**src/rtl/core/hysteresis_thermostat_with_dwell_defines.svh**
```systemverilog
// ----------------------------------------------------------------------------
// Thermostat assertion macros
// Shared concurrent assertion forms, clocked on clock, disabled in reset.
// ----------------------------------------------------------------------------
`ifndef HYSTERESIS_THERMOSTAT_WITH_DWELL_DEFINES_SVH
`define HYSTERESIS_THERMOSTAT_WITH_DWELL_DEFINES_SVH

// Same-cycle implication
`define HTD_ASSERT_NOW(lbl, ante, cons, msg) \
   lbl: assert property (@(posedge clock) disable iff (reset) (ante) |-> (cons)) \
      else $error(msg);

// Next-cycle implication
`define HTD_ASSERT_NEXT(lbl, ante, cons, msg) \
   lbl: assert property (@(posedge clock) disable iff (reset) (ante) |=> (cons)) \
      else $error(msg);

`endif

```
**src/rtl/core/htd_pkg.sv**
```systemverilog
// ----------------------------------------------------------------------------
// htd_pkg
// Types and constants of the hysteresis thermostat with minimum dwell.
// ----------------------------------------------------------------------------
package htd_pkg;

   // Sample width; fixes the temperature field of the request
   localparam int SAMPLE_WIDTH = 16;

   // Compare width: holds the sample and setpoint +/- a 15-bit margin
   localparam int CMP_W = ((SAMPLE_WIDTH > 17) ? SAMPLE_WIDTH : 17) + 1;

   localparam int DWELL_W = 17;
   localparam logic [DWELL_W-1:0] DWELL_MAX = {DWELL_W{1'b1}};

   // Configuration register indexes
   localparam int CSR_IDX_W = 4;
   localparam logic [CSR_IDX_W-1:0] REG_SETPOINT = 4'd0;
   localparam logic [CSR_IDX_W-1:0] REG_HYST_UP  = 4'd1;
   localparam logic [CSR_IDX_W-1:0] REG_HYST_LO  = 4'd2;
   localparam logic [CSR_IDX_W-1:0] REG_DWELL    = 4'd3;

   // Reset values of the registers
   localparam logic signed [15:0] SETPOINT_RST = 16'sd1600;
   localparam logic [14:0] HYST_UP_RST = 15'd50;
   localparam logic [14:0] HYST_LO_RST = 15'd50;
   localparam logic [15:0] DWELL_RST   = 16'd10;

   typedef enum logic [1:0] {
      OP_TICK  = 2'd0,
      OP_START = 2'd1,
      OP_STOP  = 2'd2
   } opcode_type;

   typedef enum logic [1:0] {
      PH_STOPPED = 2'd0,
      PH_STARTED = 2'd1,
      PH_INIT    = 2'd2,
      PH_RUNNING = 2'd3
   } phase_type;

   typedef struct packed {
      logic [1:0]                     opcode;
      logic signed [SAMPLE_WIDTH-1:0] temperature;
   } req_type;

   typedef struct packed {
      logic       cooler_on;
      logic [1:0] run_state;
   } rsp_type;

endpackage

```
**src/rtl/core/hysteresis_thermostat_with_dwell.sv**
```systemverilog
// ----------------------------------------------------------------------------
// hysteresis_thermostat_with_dwell
// Bang-bang cooler control with hysteresis and a minimum dwell between switches.
// ----------------------------------------------------------------------------
// Each accepted command (tick with sample, start, stop) is applied to the run
// state, cooler bit and 17-bit dwell counter in the cycle it is accepted, and
// its one result is written to the output or, if held, the skid register. One
// item is taken every clock; the only limit is the two-entry output buffer
// (output register plus skid register): req_stall rises only while both hold
// results that the consumer has not taken. Configuration is written through
// the csr_ port, always ready; indexes beyond the register list are ignored.
// ----------------------------------------------------------------------------
module hysteresis_thermostat_with_dwell
   import htd_pkg::*;
(
   input  logic                 clock,
   input  logic                 reset,
   // command channel
   input  logic                 req_valid,
   output logic                 req_stall,
   input  req_type              req_data,
   // result channel
   output logic                 rsp_valid,
   input  logic                 rsp_stall,
   output rsp_type              rsp_data,
   // configuration channel
   input  logic                 csr_valid,
   output logic                 csr_ready,
   input  logic [CSR_IDX_W-1:0] csr_index,
   input  logic [15:0]          csr_wdata
);

`include "hysteresis_thermostat_with_dwell_defines.svh"

   // Configuration registers
   logic signed [15:0] setpoint_ff;
   logic [14:0]        hyst_up_ff;
   logic [14:0]        hyst_lo_ff;
   logic [15:0]        dwell_ticks_ff;

   // Control state
   phase_type          phase_ff, phase_in;
   logic               cooler_ff, cooler_in;
   logic [DWELL_W-1:0] dwell_ff, dwell_in;

   // Output buffer
   logic    rsp_valid_ff, skid_valid_ff;
   rsp_type rsp_data_ff, skid_data_ff;

   logic    req_xfer, rsp_xfer;
   rsp_type result;

   // Compare operands
   logic signed [CMP_W-1:0] temp_ext, hi_lim, lo_lim;
   logic [DWELL_W-1:0]      dwell_inc;
   logic                    dwell_met;

   assign csr_ready = 1'b1;
   assign req_stall = skid_valid_ff;
   assign req_xfer  = req_valid && !skid_valid_ff;
   assign rsp_xfer  = rsp_valid_ff && !rsp_stall;
   assign rsp_valid = rsp_valid_ff;
   assign rsp_data  = rsp_data_ff;

   // Configuration writes
   always_ff @(posedge clock) begin
      if (reset) begin
         setpoint_ff    <= SETPOINT_RST;
         hyst_up_ff     <= HYST_UP_RST;
         hyst_lo_ff     <= HYST_LO_RST;
         dwell_ticks_ff <= DWELL_RST;
      end else if (csr_valid && csr_ready) begin
         unique case (csr_index)
            REG_SETPOINT: setpoint_ff    <= $signed(csr_wdata);
            REG_HYST_UP:  hyst_up_ff     <= csr_wdata[14:0];
            REG_HYST_LO:  hyst_lo_ff     <= csr_wdata[14:0];
            REG_DWELL:    dwell_ticks_ff <= csr_wdata;
            default: ;
         endcase
      end
   end

   // Switching thresholds, widened so they never overflow
   always_comb begin
      temp_ext = CMP_W'(req_data.temperature);
      hi_lim   = CMP_W'(setpoint_ff) + $signed({{(CMP_W-15){1'b0}}, hyst_up_ff});
      lo_lim   = CMP_W'(setpoint_ff) - $signed({{(CMP_W-15){1'b0}}, hyst_lo_ff});
   end

   // Saturating dwell advance and limit check
   assign dwell_inc = (dwell_ff == DWELL_MAX) ? DWELL_MAX : dwell_ff + 1'b1;
   assign dwell_met = dwell_inc >= {1'b0, dwell_ticks_ff};

   // Next state for the accepted command
   always_comb begin
      phase_in  = phase_ff;
      cooler_in = cooler_ff;
      dwell_in  = dwell_ff;
      unique case (req_data.opcode)
         OP_START: begin
            phase_in = PH_STARTED;
            dwell_in = DWELL_MAX;
         end
         OP_STOP: begin
            phase_in = PH_STOPPED;
         end
         OP_TICK: begin
            unique case (phase_ff)
               PH_STARTED: phase_in = PH_INIT;
               PH_INIT:    phase_in = PH_RUNNING;
               PH_RUNNING: begin
                  dwell_in = dwell_inc;
                  if (dwell_met) begin
                     // either switch may apply, or neither
                     if (temp_ext > hi_lim && !cooler_ff) begin
                        cooler_in = 1'b1;
                        dwell_in  = '0;
                     end else if (temp_ext < lo_lim && cooler_ff) begin
                        cooler_in = 1'b0;
                        dwell_in  = '0;
                     end
                  end
               end
               default: ;
            endcase
         end
         default: ;
      endcase
      result.cooler_on = cooler_in;
      result.run_state = phase_in;
   end

   // State registers
   always_ff @(posedge clock) begin
      if (reset) begin
         phase_ff  <= PH_STOPPED;
         cooler_ff <= 1'b0;
         dwell_ff  <= '0;
      end else if (req_xfer) begin
         phase_ff  <= phase_in;
         cooler_ff <= cooler_in;
         dwell_ff  <= dwell_in;
      end
   end

   // Output register with skid stage
   always_ff @(posedge clock) begin
      if (reset) begin
         rsp_valid_ff  <= 1'b0;
         skid_valid_ff <= 1'b0;
      end else if (skid_valid_ff) begin
         if (rsp_xfer) begin
            rsp_valid_ff  <= 1'b1;
            skid_valid_ff <= 1'b0;
         end
      end else if (req_xfer) begin
         if (!rsp_valid_ff || rsp_xfer) begin
            rsp_valid_ff <= 1'b1;
         end else begin
            skid_valid_ff <= 1'b1;
         end
      end else if (rsp_xfer) begin
         rsp_valid_ff <= 1'b0;
      end
   end

   always_ff @(posedge clock) begin
      if (skid_valid_ff) begin
         if (rsp_xfer) begin
            rsp_data_ff <= skid_data_ff;
         end
      end else if (req_xfer) begin
         if (!rsp_valid_ff || rsp_xfer) begin
            rsp_data_ff <= result;
         end else begin
            skid_data_ff <= result;
         end
      end
   end

   // Checks
   `HTD_ASSERT_NOW(a_skid_behind_out, skid_valid_ff, rsp_valid_ff, "skid full with output empty")
   `HTD_ASSERT_NEXT(a_start_arms, req_xfer && req_data.opcode == OP_START, phase_ff == PH_STARTED && dwell_ff == DWELL_MAX, "start did not arm dwell")
   `HTD_ASSERT_NOW(a_switch_clears, cooler_ff != $past(cooler_ff), dwell_ff == '0, "switch without dwell clear")
   `HTD_ASSERT_NEXT(a_stop_keeps_out, req_xfer && req_data.opcode == OP_STOP, cooler_ff == $past(cooler_ff), "stop changed cooler")

endmodule
```
**config.mk**
```make
export PLATFORM = sky130hd
export DESIGN_NAME = hysteresis_thermostat_with_dwell
export DESIGN_NICKNAME = d
export VERILOG_FILES = /design/src/rtl/core/htd_pkg.sv /design/src/rtl/core/hysteresis_thermostat_with_dwell.sv
export VERILOG_INCLUDE_DIRS = /design/src /design/src/rtl/core
export SDC_FILE = /design/constraint.sdc
export NUM_CORES = 1
export LEC_CHECK = 0
export ABC_CLOCK_PERIOD_IN_PS = 5100
export BUFFER_PORTS_ARGS = -buffer_cell sky130_fd_sc_hd__buf_2
export CAP_MARGIN = 5
export CORE_MARGIN = 2
export CORE_UTILIZATION = 25
export CTS_BUF_LIST = sky130_fd_sc_hd__clkbuf_16
export DETAILED_ROUTE_END_ITERATION = 8
export GPL_TIMING_DRIVEN = 0
export PLACE_DENSITY_LB_ADDON = 0.25
export REMOVE_ABC_BUFFERS = 1
export SETUP_SLACK_MARGIN = 0.15
export SKIP_LAST_GASP = 1
export SLEW_MARGIN = 10
export SYNTH_ARGS = -nofsm -noshare
export SYNTH_HDL_FRONTEND = slang
export SYNTH_SLANG_ARGS = --single-unit
```
**constraint.sdc**
```tcl
create_clock -name clock -period 5.1 [get_ports clock]
set_input_delay 1.02 -clock clock [delete_from_list [all_inputs] [get_ports clock]]
set_output_delay 1.02 -clock clock [all_outputs]
set_load 0.005 [all_outputs]
```
### Word level (Yosys, flattened, before mapping)

Cells that the tools add are included.
Widths: inputs -> output; s select.

* register bits: 90
* output and inout port bits: 6

* $add $sub $neg: 3
* magnitude comparators: 3
* equality and inequality tests: 12
* multiplexer cells: 26
* bitwise operators: 2
* reductions and logical operators: 23

Operators by type and width (count)
* $mux 17: 5
* $pmux 17 s2: 1
* $add 16x16->17: 1
* $add 17x1->17 const B: 1
* $eq 17x17->1 const B: 1
* $ge 17x16->1: 1
* $gt 16x17->1: 1
* $lt 16x17->1: 1
* $sub 16x16->17: 1
* $mux 1: 14
* $mux 3: 4
* $reduce_and 3->1: 4
* $eq 4x2->1 const B: 2
* $reduce_and 2->1: 4
* $reduce_bool 2->1: 4
* $eq 2x2->1 const B: 3
* $pmux 2 s3: 1
* $eq 2x1->1 const B: 2
* $eq 4x1->1 const B: 1
* $logic_and 1x1->1: 4
* $logic_not 1->1: 4
* $logic_not 4->1: 1
* $pmux 2 s2: 1
* $ne 3x2->1 const B: 1
* other kinds (5): 6

### Depth between registers and ports, before layout

* depth in word-level cells: 11
* gate-level depth with buffers: 20
* mapped depth without buffers: 19

### Worst setup path before layout

Ideal clock, no wire load.

* path kind: reg-to-reg
* start: register setpoint_ff[0]
* end: register rsp_data_ff (netlist bit rsp_data[2]) (data pin)
* arrival: 3679 ps
* path slack: 1161 ps
* stages on the path, launching flop included: 18
* path buffers: 0
* cell sequence: dfxtp_1 ha_1 inv_1 fa_1 nor2b_1 o31a_1 o2111a_1 o21ai_0 a21oi_1 o31ai_1 o31ai_1 ha_1 nand4_1 or4_1 o2111ai_1 a21oi_1 a221o_1 mux2_2

* cells in the longest elaborated chain, start to end: 11
* elaborated cells on any way between the ends: 14

Ends and longest elaborated chain
* start, declared: RTL line hysteresis_thermostat_with_dwell.sv:36 `logic signed [15:0] setpoint_ff;`
* start signal, assigned: RTL line hysteresis_thermostat_with_dwell.sv:74 `REG_SETPOINT: setpoint_ff <= $signed(csr_wdata);`
* $sub 16x16->17: RTL line hysteresis_thermostat_with_dwell.sv:87 `lo_lim = CMP_W'(setpoint_ff) - $signed({{(CMP_W-15){1'b0}}, hyst_lo_ff});`
* $lt 16x17->1: RTL line hysteresis_thermostat_with_dwell.sv:118 `end else if (temp_ext < lo_lim && cooler_ff) begin`
* $logic_and 1x1->1: RTL line hysteresis_thermostat_with_dwell.sv:118
* $mux 1: RTL line hysteresis_thermostat_with_dwell.sv:118
* $mux 1 (*): RTL line hysteresis_thermostat_with_dwell.sv:115 `if (temp_ext > hi_lim && !cooler_ff) begin`
* $mux 1 (*): RTL line hysteresis_thermostat_with_dwell.sv:113 `if (dwell_met) begin`
* $mux 1 (*): RTL line hysteresis_thermostat_with_dwell.sv:108 `unique case (phase_ff)`
* $mux 1 (*): RTL line hysteresis_thermostat_with_dwell.sv:99 `unique case (req_data.opcode)`
* net cooler_in: RTL line hysteresis_thermostat_with_dwell.sv:43 `logic cooler_ff, cooler_in;`
* $mux 3 (*): RTL line hysteresis_thermostat_with_dwell.sv:173 `if (!rsp_valid_ff || rsp_xfer) begin`
* $mux 3 (*): RTL line hysteresis_thermostat_with_dwell.sv:172 `end else if (req_xfer) begin`
* $mux 3 (*): RTL line hysteresis_thermostat_with_dwell.sv:168 `if (skid_valid_ff) begin`
* end signal, assigned: RTL line hysteresis_thermostat_with_dwell.sv:170 `rsp_data_ff <= skid_data_ff;`
* end signal, assigned: RTL line hysteresis_thermostat_with_dwell.sv:174 `rsp_data_ff <= result;`
* end, declared: RTL line hysteresis_thermostat_with_dwell.sv:48 `rsp_type rsp_data_ff, skid_data_ff;`

Mark *: on every way through the listed nets, which the timed path passes. The rest lies on a longest branch. The select of a mux whose other input is x is not followed.
A chain may end at the register's enable or synchronous reset.

### Worst setup path in the final report

Ends and elaborated chain as after synthesis.

==> flow_metrics.tcl <==
set metrics [dict create \
    ctsHtreeMaxLevel 3 \
    place.gp.congestion 0.806 \
    p_int_mw 1.17 \
    avgSynthCellArea_um2 7.72 \
    crit_arrival_ns 4.74 \
    fin_setup_tns_ns 0 \
    core.rowCount 58 \
    power.share.clock 0.398 \
    yosys.area.top_type_share 0.264 \
    hold_path.class "reg -> reg" \
    grt_pass1_wl_um 26900 \
    vias_per_cell 4.68 \
    wl_um 16300 \
    drive_gt1_frac 0.0935 \
    synth-xor-area-share 0.0467 \
    hold_depth 2 \
    vias 5557 \
    yosysSeqAreaShare 0.292 \
    status "finished, final reports clean" \
    utilization 0.286 \
    setup_viol_count_final 0 \
    yosys_register_bits 90 \
    combPwrFrac 0.144 \
    syn_inst 825 \
    rsz0062_at_grt "false" \
    reg2reg_slack_ns 0.46 \
    fp.dieW_um 164 \
    crit_end "rsp_data[2]$_DFFE_PP_" \
    cp-end-kind "flip-flop" \
    cp_cell_sequence "ha_1 > inv_1 > fa_1 > nor2b_1 > o31a_1 > o2111a_1 > o21ai_0 > a21oi_1 > o31ai_1 > o31ai_1 > ha_1 > nand4_1 > or4_1 > o2111ai_1 > a21oi_1 > a221o_1 > mux2_2" \
    critPathRequiredTime_ns 5.20 \
    yosys.area.top_type "dfxtp_1" \
    antenna_found_initial 2 \
    core_area_um2 25100 \
    grt.overflow.total 0 \
    max_freq_mhz 216 \
    period_share 0.910 \
    irDropWorstVdd_uv 159 \
    ys.flop_type "dfxtp_1" \
    yosys.area_share.simple 0.227 \
    grt_util_all_layers 0.125 \
    grt_pass1_vias 5325 \
    slew_headroom 0.245 \
    critical_path_class "reg -> reg" \
    drcViolationCount 0 \
    synth_cell_types 61 \
    switching_share 0.285 \
    dpl.hpwl_um 12800 \
    clk_pin_slew_ns 0.07 \
    async_reset_ff_frac 0 \
    area_growth_pct 12.7 \
    synth_compound_area_frac 0.211 \
    worst_pin_slew_ns 1.13 \
    total_power_mw 1.64 \
    syn_area_um2 6370 \
    cap_violations 0 \
    fin_crit_ns 4.64 \
    r2r-end "rsp_data[2]$_DFFE_PP_" \
    cpPeakStageDelay_ns 0.60 \
    synth_fa_ha_area_frac 0.163 \
    start_kind "flip-flop" \
    num-nets-final 976 \
    cp.depth 17 \
    slowest_stage "or4_1" \
    cts-buffers-inserted 9 \
    clockBufferDepth 2 \
    cts-root-buf "clkbuf_16" \
    grt_max_degree 58 \
    yosysWarnings 0 \
    path_buf_inv 1 \
    finalHoldViolCount 0 \
    antenna_left 0 \
    cp_max_fo 4 \
    fin_worst_skew_ns 0.00739 \
    cpLargestDelayFamily "compound AO/OA/AOI/OAI gates" \
    wl_per_cell_um 13.7 \
    drt_first_pass_iters 5 \
    r2r_start "setpoint_ff[0]$_SDFFE_PP0P_" \
    reg2reg_depth 17 \
    seqPwrFrac 0.458 \
    p_leak_nw 2.93 \
    drtIter0Drc 264 \
    slew_violations 0 \
    initial_utilization 0.254 \
    ios 49 \
    yosys-top-cells-count "nand2_1, a21oi_1, dfxtp_1" \
    synth_area_leaders "dfxtp_1, ha_1, nand2_1, a21oi_1, nor2_1" \
    clkLatencyLatePin_ns 0.34 \
    cts_sinks 90 \
    cp-startpoint "setpoint_ff[0]$_SDFFE_PP0P_" \
    synth_edf_count 6 \
    dieArea_um2 26800 \
    cts_tree "built" \
    muxShareOfSynthArea 0.00530 \
    power_density_nw_per_um2 228 \
    yosysMostFrequentCell "nand2_1" \
    synth_top_family_by_area "simple AND/OR/NAND/NOR gates" \
    io_buffer_count 47 \
    p_switching_mw 0.467 \
    fp.dieH_um 164 \
]
==> routing by layer <==
| metal | part of all wire | global-route usage | vias up |
|---|---|---|---|
| li1 | - | - | 2947 |
| met5 | 0 | 0 | - |
| met3 | 0.033 | 0.0264 | 9 |
| met1 | 0.52 | 0.178 | 2529 |
| met4 | 0.0084 | 0.0263 | 0 |
| met2 | 0.44 | 0.195 | 72 |
==> registers in the layout, indices dropped and copies added (netlist names) <==
name	count
hyst_lo_ff	15
phase_ff	2
hyst_up_ff	15
rsp_valid	1
rsp_data	3
skid_data_ff	3
setpoint_ff	16
dwell_ff	17
req_stall	1
dwell_ticks_ff	16
cooler_ff	1
==> cell type report <==
cell class	instances	area (µm²)
fillers	2823	17900
multi-input cells	653	4180
flip-flops and latches	90	1860
well taps	330	413
repair buffers	49	263
clock buffers	9	225
inverters	48	180
clock inverters	7	57.6
diodes	2	5.00
==> logic make-up (layout without fill, tap and decap cells) <==
logic type,count (synthesis),count (layout)
fa+ha+maj,82,82
flops,90,90
buf+inv,82,113
compound gates,216,216
simple gates,317,317
mux,3,3
other cells,1,3
xor+xnor,34,34
==> metrics by stage <==
step	hold slack [ns]	cell area (µm²)	worst slack [ns]	std cells
6_report	0.455	7180	0.461	1188
5_1_grt	0.468	7180	0.151	1186
4_1_cts	0.457	7150	0.243	1185
3_5_place_dp	0.448	6870	0.295	1169
3_3_place_gp	0.444	6860	0.278	1168
2_1_floorplan	0.430	6210	1.16	791
==> how the worst min path moves through the flow <==
| stage | from | endpoint |
|---|---|---|
| after global placement | hyst_lo_ff[11]$_SDFFE_PP0P_ | hyst_lo_ff[11]$_SDFFE_PP0P_ |
| after CTS | dwell_ticks_ff[10]$_SDFFE_PP0P_ | dwell_ticks_ff[10]$_SDFFE_PP0P_ |
| after detailed placement | dwell_ticks_ff[10]$_SDFFE_PP0P_ | dwell_ticks_ff[10]$_SDFFE_PP0P_ |
| final | dwell_ticks_ff[8]$_SDFFE_PP0P_ | dwell_ticks_ff[8]$_SDFFE_PP0P_ |
| after floorplan | dwell_ticks_ff[10]$_SDFFE_PP0P_ | dwell_ticks_ff[10]$_SDFFE_PP0P_ |
| after global routing | dwell_ticks_ff[6]$_SDFFE_PP0P_ | dwell_ticks_ff[6]$_SDFFE_PP0P_ |
==> power groups by stage <==
stage	logic [mW]	registers, mW	clock network (mW)
6_report	0.236	0.750	0.652
5_1_grt	0.273	0.753	0.698
4_1_cts	0.238	0.749	0.675
3_5_place_dp	0.236	0.766	0
3_3_place_gp	0.234	0.766	0
2_1_floorplan	0.154	0.762	0
==> cell usage in the layout, fill, tap and decap left out, types with 16 or more instances in the layout <==
cell,instances
o21ai_0,34
buf_2,47
nand3_1,16
xor2_1,19
nor2_1,56
inv_1,48
nand2_1,164
dfxtp_1,84
ha_1,80
a21oi_1,98
==> worst min-delay path: cells and delay by family (launching register included) <==
kind | cells | cell delay (ns)
compound gates | 1 | 0.05
simple gates | 1 | 0.05
flops | 1 | 0.31
==> repair_timing <==
item,CTS,global route
setup endpoints to repair,0,18
gates resized for setup,0,1
hold buffers,0,0
setup buffers,0,1
No activity file was read; power rests on OpenSTA's default activity.
